File: src/design/lir_pkg.sv
// lir_pkg: shared widths, constants, state type and step scaling for the
// linear interpolation resampler. No dependencies.
package lir_pkg;

    localparam int FRAC_BITS  = 16;
    localparam int SAMPLE_W   = 16;
    localparam int STEP_W     = 21;
    localparam int PHASE_W    = FRAC_BITS + 5;
    localparam int PROD_W     = SAMPLE_W + FRAC_BITS;
    localparam int STEP_EXT_W = STEP_W + 8;
    localparam int STEP_SHL   = (FRAC_BITS >= 16) ? FRAC_BITS - 16 : 0;
    localparam int STEP_SHR   = (FRAC_BITS >= 16) ? 0 : 16 - FRAC_BITS;

    localparam logic [STEP_W-1:0]  STEP_MIN   = STEP_W'(2048);
    localparam logic [STEP_W-1:0]  STEP_MAX   = STEP_W'(1048576);
    localparam logic [STEP_W-1:0]  STEP_RESET = STEP_W'(65536);
    localparam logic [PHASE_W-1:0] PHASE_ONE  = PHASE_W'(1) << FRAC_BITS;

    typedef enum logic [2:0] {
        ST_IDLE,
        ST_INTERP,
        ST_SUM,
        ST_IWAIT,
        ST_REPEAT,
        ST_RWAIT
    } state_t;

    // clamp Q5.16 step to [1/32, 16] and rescale to FRAC_BITS fraction bits
    function automatic logic [PHASE_W-1:0] internal_step(input logic [STEP_W-1:0] s);
        logic [STEP_W-1:0]     c;
        logic [STEP_EXT_W-1:0] w;
        c = (s < STEP_MIN) ? STEP_MIN : ((s > STEP_MAX) ? STEP_MAX : s);
        w = (STEP_EXT_W'(c) << STEP_SHL) >> STEP_SHR;
        return w[PHASE_W-1:0];
    endfunction

endpackage

File: src/design/lir_interp.sv
// lir_interp: shared multiply unit, s0 + trunc((s1 - s0) * frac).
// Product is registered on mul_en; result is valid the cycle after. Uses lir_pkg.
module lir_interp (
    input  logic                                 aclk,
    input  logic                                 mul_en,
    input  logic signed [lir_pkg::SAMPLE_W-1:0]  s0,
    input  logic signed [lir_pkg::SAMPLE_W-1:0]  s1,
    input  logic        [lir_pkg::FRAC_BITS-1:0] frac,
    output logic signed [lir_pkg::SAMPLE_W-1:0]  result
);

    logic signed [lir_pkg::SAMPLE_W:0]   diff;
    logic        [lir_pkg::SAMPLE_W:0]   mag_wide;
    logic        [lir_pkg::SAMPLE_W-1:0] mag;
    logic                                neg;
    logic        [lir_pkg::PROD_W-1:0]   prod_reg;
    logic                                neg_reg;
    logic signed [lir_pkg::SAMPLE_W-1:0] base_reg;
    logic        [lir_pkg::SAMPLE_W-1:0] p;
    logic signed [lir_pkg::SAMPLE_W:0]   sum;

    always_comb begin
        diff     = {s1[lir_pkg::SAMPLE_W-1], s1} - {s0[lir_pkg::SAMPLE_W-1], s0};
        neg      = diff[lir_pkg::SAMPLE_W];
        mag_wide = neg ? -diff : diff;
        mag      = mag_wide[lir_pkg::SAMPLE_W-1:0];
    end

    always_ff @(posedge aclk) begin
        if (mul_en) begin
            prod_reg <= lir_pkg::PROD_W'(mag) * lir_pkg::PROD_W'(frac);
            neg_reg  <= neg;
            base_reg <= s0;
        end
    end

    always_comb begin
        p      = prod_reg[lir_pkg::PROD_W-1:lir_pkg::FRAC_BITS];
        sum    = neg_reg ? ({base_reg[lir_pkg::SAMPLE_W-1], base_reg} - {1'b0, p})
                         : ({base_reg[lir_pkg::SAMPLE_W-1], base_reg} + {1'b0, p});
        result = sum[lir_pkg::SAMPLE_W-1:0];
    end

endmodule

File: src/design/linear_interp_resampler.sv
// linear_interp_resampler: top level, sequencer, phase accumulator and step register.
// Depends on lir_pkg and lir_interp.
//
//  channel  | handshake           | payload
//  s_       | s_valid / s_ready   | s_sample_in[15:0], s_last_in
//  m_       | m_valid / m_ready   | m_sample_out[15:0], m_last_out
//  cfg_     | cfg_wr_en           | cfg_wr_data[20:0] (step, Q5.16)
//
// One transaction in at a time; s_ready is high only in idle.
// Per input: idle accepts it, each interpolated output passes through interpolate, sum
// and wait states, then an interpolate step closes (none on a stream's first sample);
// on a final input each repeated output passes through repeat and repeat-wait states,
// then a repeat step closes. m_ready low holds the sequencer in either wait state.
// Synchronous active-low reset returns to idle with step = 1.0 and no history.
module linear_interp_resampler (
    input  logic                                aclk,
    input  logic                                aresetn,
    input  logic                                cfg_wr_en,
    input  logic        [lir_pkg::STEP_W-1:0]   cfg_wr_data,
    input  logic                                s_valid,
    output logic                                s_ready,
    input  logic signed [lir_pkg::SAMPLE_W-1:0] s_sample_in,
    input  logic                                s_last_in,
    output logic                                m_valid,
    input  logic                                m_ready,
    output logic signed [lir_pkg::SAMPLE_W-1:0] m_sample_out,
    output logic                                m_last_out
);

    lir_pkg::state_t state_reg, state_next;

    logic        [lir_pkg::STEP_W-1:0]   step_reg;
    logic        [lir_pkg::PHASE_W-1:0]  phase_reg, phase_next;
    logic signed [lir_pkg::SAMPLE_W-1:0] prev_reg, prev_next;
    logic                                have_prev_reg, have_prev_next;
    logic signed [lir_pkg::SAMPLE_W-1:0] cur_reg, cur_next;
    logic                                last_reg, last_next;
    logic signed [lir_pkg::SAMPLE_W-1:0] out_sample_reg, out_sample_next;
    logic                                out_last_reg, out_last_next;

    logic [lir_pkg::PHASE_W-1:0]         step_int;
    logic [lir_pkg::PHASE_W-1:0]         phase_sum;
    logic                                phase_lt_one;
    logic                                mul_en;
    logic signed [lir_pkg::SAMPLE_W-1:0] interp_result;

    assign step_int     = lir_pkg::internal_step(step_reg);
    assign phase_sum    = phase_reg + step_int;
    assign phase_lt_one = (phase_reg[lir_pkg::PHASE_W-1:lir_pkg::FRAC_BITS] == '0);

    lir_interp u_interp (
        .aclk   (aclk),
        .mul_en (mul_en),
        .s0     (prev_reg),
        .s1     (cur_reg),
        .frac   (phase_reg[lir_pkg::FRAC_BITS-1:0]),
        .result (interp_result)
    );

    // next state
    always_comb begin
        state_next = state_reg;
        case (state_reg)
            lir_pkg::ST_IDLE: begin
                if (s_valid) begin
                    if (have_prev_reg) begin
                        state_next = lir_pkg::ST_INTERP;
                    end else if (s_last_in) begin
                        state_next = lir_pkg::ST_REPEAT;
                    end
                end
            end
            lir_pkg::ST_INTERP: begin
                if (phase_lt_one) begin
                    state_next = lir_pkg::ST_SUM;
                end else if (last_reg) begin
                    state_next = lir_pkg::ST_REPEAT;
                end else begin
                    state_next = lir_pkg::ST_IDLE;
                end
            end
            lir_pkg::ST_SUM: begin
                state_next = lir_pkg::ST_IWAIT;
            end
            lir_pkg::ST_IWAIT: begin
                if (m_ready) begin
                    state_next = lir_pkg::ST_INTERP;
                end
            end
            lir_pkg::ST_REPEAT: begin
                state_next = phase_lt_one ? lir_pkg::ST_RWAIT : lir_pkg::ST_IDLE;
            end
            lir_pkg::ST_RWAIT: begin
                if (m_ready) begin
                    state_next = lir_pkg::ST_REPEAT;
                end
            end
            default: begin
                state_next = lir_pkg::ST_IDLE;
            end
        endcase
    end

    // outputs
    always_comb begin
        s_ready = (state_reg == lir_pkg::ST_IDLE);
        m_valid = (state_reg == lir_pkg::ST_IWAIT) || (state_reg == lir_pkg::ST_RWAIT);
        mul_en  = (state_reg == lir_pkg::ST_INTERP) && phase_lt_one;
    end

    assign m_sample_out = out_sample_reg;
    assign m_last_out   = out_last_reg;

    // datapath
    always_comb begin
        phase_next      = phase_reg;
        prev_next       = prev_reg;
        have_prev_next  = have_prev_reg;
        cur_next        = cur_reg;
        last_next       = last_reg;
        out_sample_next = out_sample_reg;
        out_last_next   = out_last_reg;
        case (state_reg)
            lir_pkg::ST_IDLE: begin
                if (s_valid) begin
                    cur_next  = s_sample_in;
                    last_next = s_last_in;
                    if (!have_prev_reg) begin
                        prev_next      = s_sample_in;
                        have_prev_next = 1'b1;
                        phase_next     = '0;
                    end
                end
            end
            lir_pkg::ST_INTERP: begin
                if (!phase_lt_one) begin
                    phase_next = phase_reg - lir_pkg::PHASE_ONE;
                    prev_next  = cur_reg;
                end
            end
            lir_pkg::ST_SUM: begin
                out_sample_next = interp_result;
                // final if no repeat follows: new phase at or past two
                out_last_next   = last_reg &&
                    (phase_sum[lir_pkg::PHASE_W-1:lir_pkg::FRAC_BITS+1] != '0);
                phase_next      = phase_sum;
            end
            lir_pkg::ST_REPEAT: begin
                if (phase_lt_one) begin
                    out_sample_next = prev_reg;
                    out_last_next   =
                        (phase_sum[lir_pkg::PHASE_W-1:lir_pkg::FRAC_BITS] != '0);
                    phase_next      = phase_sum;
                end else begin
                    prev_next      = '0;
                    have_prev_next = 1'b0;
                    phase_next     = '0;
                end
            end
            default: begin
            end
        endcase
    end

    always_ff @(posedge aclk) begin
        if (!aresetn) begin
            state_reg     <= lir_pkg::ST_IDLE;
            step_reg      <= lir_pkg::STEP_RESET;
            phase_reg     <= '0;
            prev_reg      <= '0;
            have_prev_reg <= 1'b0;
        end else begin
            state_reg     <= state_next;
            phase_reg     <= phase_next;
            prev_reg      <= prev_next;
            have_prev_reg <= have_prev_next;
            if (cfg_wr_en) begin
                step_reg <= cfg_wr_data;
            end
        end
    end

    always_ff @(posedge aclk) begin
        cur_reg        <= cur_next;
        last_reg       <= last_next;
        out_sample_reg <= out_sample_next;
        out_last_reg   <= out_last_next;
    end

`ifndef SYNTHESIS
    a_no_overlap: assert property (@(posedge aclk) disable iff (!aresetn)
        !(m_valid && s_ready))
        else $error("input and output both open");

    a_phase_bound: assert property (@(posedge aclk) disable iff (!aresetn)
        phase_reg[lir_pkg::PHASE_W-1:lir_pkg::FRAC_BITS] <= 16)
        else $error("phase out of range");

    a_idle_phase: assert property (@(posedge aclk) disable iff (!aresetn)
        (state_reg == lir_pkg::ST_IDLE) |->
            (phase_reg[lir_pkg::PHASE_W-1:lir_pkg::FRAC_BITS+4] == '0))
        else $error("idle phase not below step");

    a_fresh_phase: assert property (@(posedge aclk) disable iff (!aresetn)
        (state_reg == lir_pkg::ST_IDLE && !have_prev_reg) |-> (phase_reg == '0))
        else $error("phase not cleared at stream start");

    a_last_restart: assert property (@(posedge aclk) disable iff (!aresetn)
        (m_valid && m_ready && m_last_out) |=> ##[1:2] !have_prev_reg)
        else $error("stream not restarted after last transaction");
`endif

endmodule

File: config.mk
export PLATFORM = sky130hd
export DESIGN_NAME = linear_interp_resampler
export DESIGN_NICKNAME = d
export VERILOG_FILES = /design/src/design/lir_pkg.sv /design/src/design/lir_interp.sv /design/src/design/linear_interp_resampler.sv
export SDC_FILE = /design/constraint.sdc
export NUM_CORES = 1
export LEC_CHECK = 0
export ABC_AREA = 1
export CORE_MARGIN = 4
export CORE_UTILIZATION = 42
export DETAILED_ROUTE_END_ITERATION = 16
export DONT_BUFFER_PORTS = 1
export SETUP_SLACK_MARGIN = 0.05
export SKIP_CTS_REPAIR_TIMING = 1
export SYNTH_ARGS = -nofsm -noshare
export SYNTH_HDL_FRONTEND = slang
export SYNTH_SLANG_ARGS = --single-unit
File: constraint.sdc
create_clock -name aclk -period 17.83 [get_ports aclk]
set_input_delay 3.566 -clock aclk [delete_from_list [all_inputs] [get_ports aclk]]
set_output_delay 3.566 -clock aclk [all_outputs]
set_load 0.03 [all_outputs]
==> run metrics, run 1 <==
Synth-to-Final Area Change=6.89%; main flop type after synthesis=edfxtp_1; largest fanout on the critical path=11; leakage=8.79 nW; count of H-tree levels built during CTS=4; synthesized cell area=16900 sq um; arrival time at the worst endpoint=8.73 ns; fraction of the yosys area taken by sequential cells=19.3%; Die Outline Area=43500 sq um; number of nets produced by synthesis=2569; met2 track utilization from global routing=37.3%; vias in the first global route=14400; number of DRC violations after detailed-routing iteration 0=1002; number of max-cap violations=0; worst slew slack as a fraction of its limit=28.1%; type of origin of the critical path=flip-flop; CTS tree=done; sum of negative setup slack=0 ns; most numerous cell on the critical path=fa_1; global-route usage over all layers=22.9%; Final Max Tran Viols=0; count of unresolved DRC violations after routing=0; number of antenna violations at the first check in global routing=1; path category of the worst min-delay check=flip-flop to flip-flop; Post-layout nets=2547; cts bufs inserted=17; required time at the worst-slack endpoint=18.02 ns; Core Area=39700 sq um; die extent in y=209 um; number of buffers on the longest clock path=2; insertion delay of the later-clocked pin in the worst-skew pair=0.44 ns; clock tree root buffer cell=clkbuf_16; global placement routability congestion=0.954; number of primary I/O pins=62; met1 routing resource usage after global routing=31.7%; Finish-stage setup viols=0; count of flip-flops with a built-in enable after synthesis=67; area occupied by registers=3250 sq um; pin count of the biggest net entering global routing=36; total power consumption of the routed design=3.36 mW; row count=73; M3 GR Usage=3.89%; overall overflow remaining after global route=0; global-route wire length before repair=79300 um; fill count=4060; clock net sink count=129; Worst Hold Slack=0.428 ns; number of cells on the worst reg-to-reg path=34; estimated wirelength of the detail-placed design=40100 um; slew of the pin with the lowest slew margin=1.08 ns; post-synthesis async set-or-reset flop share=0%; status=complete, no violations; #FFs+latches synth=129; area of the multi-input gates=11800 sq um; average cell area after synthesis=7.76 sq um; WL per Instance=18.3 um; count of synthesis-stage warnings from yosys=0; detailed-route vias per instance=5.29; Final ANT Viol Nets=0; Final Skew=0.0110 ns; Initial Util=42.5%; Worst Hold Path Cells=0; share of the clock period used by the worst path after layout=47.9%; Die X=209 um; antenna diode count=0; total power per unit cell area=186 nW/um^2; IR Drop Worst-Case VDD=0.000165 V; unrepaired setup endpoints after global routing=false; slowest cell on the critical path=fa_1; peak per-stage delay on the critical path=0.55 ns; highest-utilization routing layer at the global route stage=met2; post-synthesis instance total=2175; clock edge transition at the registers on the reported setup and hold paths=0.07 ns; endpoints failing hold=0; number of library cell types mapped by synthesis=60; maximum operating frequency=117 MHz; minimum period implied by the final worst setup slack=8.54 ns; Routed WL=49300 um; capturing element type of the critical path=flip-flop; DRT Pass-1 Iters=5; routed vias=14200; number of buffer cells added on primary ports=0; Worst Setup Path Type=flip-flop to flip-flop; layout cell share with drive strength beyond 1=4.29%
==> Yosys cell counts, types with 12 or more instances <==
library cell | number | share of area (%)
a211oi_1 | 20 | 0.89
a21oi_1 | 135 | 4.0
a221oi_1 | 19 | 0.99
a31oi_1 | 13 | 0.48
clkbuf_1 | 41 | 0.91
dfxtp_1 | 62 | 7.4
edfxtp_1 | 67 | 12
fa_1 | 196 | 23
ha_1 | 155 | 11
inv_1 | 414 | 9.2
nand2_1 | 406 | 9.0
nand3_1 | 70 | 2.1
nand4_1 | 16 | 0.59
nor2_1 | 264 | 5.9
nor3_1 | 24 | 0.71
o21ai_0 | 96 | 2.8
xnor2_1 | 12 | 0.62
xor2_1 | 36 | 1.9
==> per-layer routing <==
layer	vias to the layer above	share of wire, %
met5	-	0.026
met2	419	47
li1	6873	-
met1	6870	45
met3	69	5.8
met4	2	2.5
==> power by group <==
part | switching, mW | leakage (nW) | internal [mW]
Clock | 0.143 | 0.308 | 0.248
Combinational | 1.73 | 7.35 | 0.676
Sequential | 0.113 | 1.14 | 0.450
==> logic make-up after synthesis <==
group,share of synthesized area [%]
flip-flops,19.3
buffers and inverters,10.7
AND/OR/NAND/NOR,20.6
AO/OA/AOI/OAI,11.3
adder cells (fa/ha/maj),34.7
XOR/XNOR,3.36
==> critical path, delay by kind of cell, from the launching register on <==
| kind | cells | cell delay [ns] |
|---|---|---|
| adders and majority gates | 10 | 4.41 |
| DFF | 1 | 0.34 |
| and+or+nand+nor | 12 | 1.94 |
| AOI/OAI and AO/OA | 5 | 0.98 |
| buffers and inverters | 7 | 0.63 |
==> through the flow <==
stage / cell area (sq um) / worst slack, ns / std cells / utilization, %
6_report: 18000 / 9.29 / 2691 / 45.4
5_1_grt: 18000 / 8.61 / 2691 / 45.4
4_1_cts: 18000 / 9.36 / 2691 / 45.4
3_5_place_dp: 17400 / 9.41 / 2659 / 43.8
3_3_place_gp: 17400 / 9.43 / 2659 / 43.8
2_1_floorplan: 16900 / 10.69 / 2175 / -
==> area by class of cell <==
| class | instances | area share (%) |
|---|---|---|
| Timing Repair Buffer | 7 | 0.291 |
| Sequential cell | 129 | 18.0 |
| Clock inverter | 13 | 1.16 |
| Multi-Input combinational cell | 1568 | 65.5 |
| Inverter | 430 | 8.94 |
| Tap cell | 525 | 3.64 |
| Clock buffer | 19 | 2.40 |
==> placed cells by master (no fill, tap or decap), types with 19 or more instances in the layout <==
master / netlist / layout
nand3_1: 70 / 70
dfxtp_1: 62 / 62
o21ai_0: 96 / 96
xor2_1: 36 / 36
a21oi_1: 135 / 135
inv_1: 414 / 414
ha_1: 155 / 155
nor2_1: 264 / 263
nand2_1: 406 / 406
a221oi_1: 19 / 19
edfxtp_1: 67 / 67
nor3_1: 24 / 24
a211oi_1: 20 / 20
fa_1: 196 / 196
==> path summary, 6_finish.rpt <==
path	end	from	slack [ns]
setup / recovery	u_interp.prod_reg[27]$_DFFE_PP_	cur_reg[0]$_DFFE_PP_	9.29
hold / removal	u_interp.base_reg[3]$_DFFE_PP_	prev_reg[3]$_SDFFE_PN0P_	0.43
setup reg to reg	u_interp.prod_reg[27]$_DFFE_PP_	cur_reg[0]$_DFFE_PP_	9.29
hold reg to reg	u_interp.base_reg[3]$_DFFE_PP_	prev_reg[3]$_SDFFE_PN0P_	0.43
(Power assumes the default switching activity.)
==> run 2: changes to the inputs <==
ABC_AREA = 0   (was 1)
clock period = 7.35 ns   (was 17.83 ns; I/O delays follow)
==> run 2 against run 1 <==
Net effect: the flow now finishes with violations (setup timing); power rose to 2.9 times the previous value; hold slack gained 0.068 ns; area after synthesis down 2.0%; sequential power rose by 140%; synthesized cell count decreased by 17%; fmax up 1.3%; critical path type unchanged; largest cell class unchanged; largest power group unchanged; highest routed layer is now met4.
==> run metrics, run 2 <==
Initial Util=42.6%; top cells by count, synth=inv_1, fa_1, nand2_1; post-synthesis mux area share=1.45%; Worst Setup Path Type=flip-flop to flip-flop; #FFs+latches synth=129; Post-Synth Adder-Cell Area=35.5%; Final Max Tran Viols=0; global placement routability congestion=0.879; clock edge transition at the registers on the reported setup and hold paths=0.06 ns; WL per Instance=17.1 um; count of unresolved DRC violations after routing=0; status=finished with violations; combinational family with the most area after synthesis=adder cells; row count=72; average cell area after synthesis=9.18 sq um; post-synthesis simple-gate area fraction=18.3%; cell count after placement=2468; cell taking the most area after synthesis=fa_1; Routed WL=43300 um; count of flip-flops with a built-in enable after synthesis=67; number of nets produced by synthesis=2197; vias in the first global route=13600; pin count of the biggest net entering global routing=65; Sw Ratio=47.8%; worst slew slack as a fraction of its limit=17.7%; number of buffers on the longest clock path=2; unrepaired setup endpoints after global routing=true; post-synthesis instance total=1803; leakage=9.54 nW; Post-layout nets=2389; post-synthesis async set-or-reset flop share=0%; number of antenna violations at the first check in global routing=0; Net Sw Power=4.64 mW; fraction of the yosys area taken by sequential cells=19.7%; clock tree root buffer cell=clkbuf_16; arrival time at the worst endpoint=8.60 ns; capturing element type of the critical path=flip-flop; slowest cell on the critical path=fa_1; number of primary I/O pins=62; minimum period implied by the final worst setup slack=8.43 ns; Internal Power=5.07 mW; overall overflow remaining after global route=0; sequential power share=13.8%; Die X=207 um; Worst Hold Slack=0.496 ns; most numerous cell on the critical path=fa_1; peak per-stage delay on the critical path=0.55 ns; portion of total power attributed to combinational logic=76.6%; estimated wirelength of the detail-placed design=35000 um; count of H-tree levels built during CTS=4; Final ANT Viol Nets=0; count of synthesis-stage warnings from yosys=0; Synth-to-Final Area Change=21.2%; main flop type after synthesis=edfxtp_1; cts bufs inserted=17; type of origin of the critical path=flip-flop; antenna diode count=0; global-route usage over all layers=20.8%; most frequent cells in the layout=inv_1, buf_4, fa_1; Finish-stage setup viols=16; cells taking the most area after synthesis=fa_1, edfxtp_1, ha_1, dfxtp_1, inv_1; Final Skew=0.0140 ns; total power per unit cell area=484 nW/um^2; maximum operating frequency=119 MHz; global-route wire length before repair=71100 um; leading cell type in the layout, fill and taps excluded=inv_1; die extent in y=207 um; IR Drop Worst-Case VDD=0.000382 V; DRT Pass-1 Iters=5; required time at the worst-slack endpoint=7.52 ns; number of max-cap violations=0; endpoints failing hold=0; layout cell share with drive strength beyond 1=19.8%; cell with the most instances after synthesis=inv_1; failing checks=setup timing; routed vias=13300; Core Area=38800 sq um; path category of the worst min-delay check=flip-flop to flip-flop; Final Worst Setup Slack=-1.08 ns; largest fanout on the critical path=6; synthesized cell area=16600 sq um; insertion delay of the later-clocked pin in the worst-skew pair=0.44 ns; non-filler instance count after layout=2526; slew of the pin with the lowest slew margin=1.23 ns; share of the synthesized area in compound gates (AO/OA/AOI/OAI)=12.7%; number of DRC violations after detailed-routing iteration 0=715; Clock Power Share=9.5%; number of buffer cells added on primary ports=0; parity-gate share of the synthesized area counting xor and xnor cells=4.78%; share of the clock period used by the worst path after layout=115%; detailed-route vias per instance=5.25; CTS tree=done; share of the synthesized area in the top cell type=23.7%; Die Outline Area=42600 sq um; clock net sink count=129; number of library cell types mapped by synthesis=75
## run 2: changes by cell type after synthesis, moves of 17 or more
cell      previous run  this run
a21o_1               9        31
a21oi_1            135        81
a22oi_1              0        33
and2_1               1       132
inv_1              414       259
mux2i_1              0        24
nand2_1            406       183
nand2b_1             0        29
nand3_1             70        19
nor2_1             264        66
nor2b_1              0        78
o211a_1              0        17
o21ai_0             96        40
xnor2_1             12        57
## run 2: area by class of cell
class,count,area (sq um)
sequential,129,3250
multi-input combinational,1347,12600
clock buffer,18,429
timing repair buffer,241,1940
fill,3542,18800
clock inverter,14,204
tap,518,648
inverter,259,972
## run 2: critical path, delay by kind of cell, from the launching register on
family / cells / cell delay [ns]
buffers and inverters: 7 / 0.72
XOR/XNOR: 2 / 0.27
AO/OA/AOI/OAI: 9 / 2.29
flip-flops: 1 / 0.41
adder cells (fa/ha/maj): 8 / 3.53
AND/OR/NAND/NOR: 6 / 0.95
## run 2: stage by stage
stage | TNS [ns] | worst slack (ns) | area (sq um) | util [%] | power [mW]
floorplan | -5.93 | -0.690 | 16800 | - | 5.01
global placement | -11.65 | -0.928 | 18800 | 48.5 | 7.95
detailed placement | -13.67 | -1.11 | 18800 | 48.5 | 8.03
CTS | -14.06 | -1.13 | 19400 | 50.1 | 9.01
global route | -17.63 | -1.31 | 20100 | 51.7 | 10.5
finish | -13.58 | -1.08 | 20100 | 51.7 | 9.70
## run 2: power groups by stage
stage / registers (mW) / logic, mW / clock network [mW]
after detailed placement: 1.36 / 6.67 / 0
after CTS: 1.34 / 6.72 / 0.949
after floorplan: 1.27 / 3.74 / 0
after global placement: 1.35 / 6.60 / 0
after global routing: 1.37 / 8.12 / 0.977
final: 1.34 / 7.43 / 0.926
## run 2: logic make-up (layout without fill, tap and decap cells)
group	Yosys count	after routing
flops	129	129
buf+inv	327	532
xor+xnor	86	86
compound gates	302	302
fa+ha+maj	352	352
simple gates	583	583
mux	24	24
## run 2: final timing paths
kind | from | end | slack, ns | cells past startpoint
max | cur_reg[1]$_DFFE_PP_ | u_interp.prod_reg[28]$_DFFE_PP_ | -1.08 | 32
max reg2reg | cur_reg[1]$_DFFE_PP_ | u_interp.prod_reg[28]$_DFFE_PP_ | -1.08 | 32
min reg2reg | step_reg[16]$_SDFFE_PN1P_ | step_reg[16]$_SDFFE_PN1P_ | 0.50 | 2
min | step_reg[16]$_SDFFE_PN1P_ | step_reg[16]$_SDFFE_PN1P_ | 0.50 | 2
## run 2: routing by layer
layer	routed length (um)	vias to the layer above	global-route usage, %
li1	-	6348	-
met2	20800	314	34.7
met5	0	-	0
met1	19800	6550	28.9
met4	721	0	4.13
met3	1960	57	3.26
==> run 3: changes to the inputs <==
REMOVE_ABC_BUFFERS = 1   (was default)
==> run 3 against run 2 <==
Net effect: the flow still finishes with violations (setup timing); clock-buffer cell count fell by 1; clock power fell by 10%; flip-flop and latch count did not move; final cell count rose by 0.36%; design area barely moved; first-iteration DRC count rose by 5.7%; non-clock buffer count rose by 9; register-to-register slack got worse by 0.13 ns; utilization barely moved; power fell by 0.33%; sequential power barely moved; hold slack improved by 0.00088 ns; critical path type unchanged.
==> run metrics, run 3 (synthesis gave the netlist of run 2 again) <==
count of H-tree levels built during CTS=4; Endpoint, Worst Hold=step_reg[16]$_SDFFE_PN1P_; row count=72; worst slew slack as a fraction of its limit=18.5%; DRT Pass-1 Iters=5; IR Drop Worst-Case VDD=0.000375 V; arrival time at the worst endpoint=8.74 ns; leading cell type in the layout, fill and taps excluded=inv_1; total power per unit cell area=482 nW/um^2; hold path startpoint=step_reg[16]$_SDFFE_PN1P_; Finish-stage setup viols=16; type of origin of the critical path=flip-flop; capturing element type of the critical path=flip-flop; fill count=3529; number of DRC violations after detailed-routing iteration 0=756; Synth-to-Final Area Change=21.2%; slew of the pin with the lowest slew margin=1.22 ns; status=finished with violations; cell count after placement=2470; global placement routability congestion=0.898; Initial Util=42.6%; final non-filler cell area=20100 sq um; Worst Hold Slack=0.497 ns; share of the clock period used by the worst path after layout=116%; Final Core Density=51.6%; global-route usage over all layers=20.6%; Die X=207 um; unrepaired setup endpoints after global routing=true; Post-Place Setup Slack=-1.24 ns; routed vias=13300; number of buffers on the longest clock path=2; WL per Instance=17.1 um; Worst Setup Path Type=flip-flop to flip-flop; die extent in y=207 um; global-route wire length before repair=70800 um; path category of the worst min-delay check=flip-flop to flip-flop; Die Outline Area=42600 sq um; number of antenna violations at the first check in global routing=0; Post-layout nets=2398; estimated wirelength of the detail-placed design=34200 um; leakage=9.56 nW; peak per-stage delay on the critical path=0.55 ns; end of the worst register-to-register path=u_interp.prod_reg[25]$_DFFE_PP_; Final Worst Setup Slack=-1.21 ns; minimum period implied by the final worst setup slack=8.56 ns; Area after DPL=18700 sq um; most frequent cells in the layout=inv_1, buf_4, fa_1; vias in the first global route=13700; Final Max Tran Viols=0; detailed-route vias per instance=5.25; Crit Reg-Reg Startpoint=cur_reg[1]$_DFFE_PP_; overall overflow remaining after global route=0; failing checks=setup timing; Routed WL=43400 um; non-filler instance count after layout=2535; Final ANT Viol Nets=0; largest fanout on the critical path=5; cts bufs inserted=17; number of cells on the worst reg-to-reg path=35; required time at the worst-slack endpoint=7.53 ns; Core Area=38800 sq um; Worst Hold Path Cells=2; pin count of the biggest net entering global routing=65; endpoints failing hold=0; count of unresolved DRC violations after routing=0; insertion delay of the later-clocked pin in the worst-skew pair=0.43 ns; maximum operating frequency=117 MHz; clock tree root buffer cell=clkbuf_16; number of max-cap violations=0; setup slack of the most critical reg-to-reg path=-1.21 ns; Final Skew=0.00847 ns; number of primary I/O pins=62; slowest cell on the critical path=fa_1; clock net sink count=129; number of buffer cells added on primary ports=0; CTS tree=done; antenna diode count=0; layout cell share with drive strength beyond 1=19.4%; clock edge transition at the registers on the reported setup and hold paths=0.06 ns
-- run 3: cell type report --
type / count / area [sq um] / share of cell area (%)
Clock buffer: 17 / 425 / 2.12
Clock inverter: 15 / 133 / 0.661
Inverter: 259 / 972 / 4.85
Multi-Input combinational cell: 1347 / 12600 / 62.7
Sequential cell: 129 / 3250 / 16.2
Tap cell: 518 / 648 / 3.23
Timing Repair Buffer: 250 / 2050 / 10.2
-- run 3: power by group --
part | leakage [nW] | switching (mW) | internal (mW)
clock network | 0.268 | 0.364 | 0.467
logic | 8.15 | 4.06 | 3.44
registers | 1.14 | 0.270 | 1.07
total | 9.56 | 4.69 | 4.98
-- run 3: how the worst max path moves through the flow --
stage          cells after the start                 start                               to  slack [ns]
4_1_cts                           31  cur_reg[1]$_DFFE_PP_  u_interp.prod_reg[28]$_DFFE_PP_       -1.28
2_1_floorplan                     30  cur_reg[0]$_DFFE_PP_  u_interp.prod_reg[28]$_DFFE_PP_       -1.40
6_report                          35  cur_reg[1]$_DFFE_PP_  u_interp.prod_reg[25]$_DFFE_PP_       -1.21
5_1_grt                           36  cur_reg[0]$_DFFE_PP_  u_interp.prod_reg[25]$_DFFE_PP_       -1.46
3_3_place_gp                      30  cur_reg[1]$_DFFE_PP_  u_interp.prod_reg[24]$_DFFE_PP_       -1.12
3_5_place_dp                      30  cur_reg[1]$_DFFE_PP_  u_interp.prod_reg[24]$_DFFE_PP_       -1.24
-- run 3: stage by stage --
| step | power, mW | setup TNS, ns |
|---|---|---|
| after floorplan | 4.58 | -17.52 |
| after global placement | 7.81 | -14.90 |
| after detailed placement | 7.89 | -16.88 |
| after CTS | 8.77 | -17.49 |
| after global routing | 10.4 | -19.43 |
| final | 9.67 | -15.55 |
-- run 3: critical path, delay by kind of cell, from the launching register on --
| kind | cells | cell delay, ns |
|---|---|---|
| AND/OR/NAND/NOR | 5 | 0.82 |
| buffers and inverters | 11 | 1.29 |
| flip-flops | 1 | 0.43 |
| AO/OA/AOI/OAI | 8 | 1.79 |
| adder cells (fa/ha/maj) | 8 | 3.57 |
| XOR/XNOR | 3 | 0.40 |
-- run 3: per-layer routing --
metal  share of wire [%]  global-route usage, %
met1                  45                   28.5
met2                  48                   34.4
met4                 1.5                   4.04
met3                 4.9                   3.28
met5                   0                      0
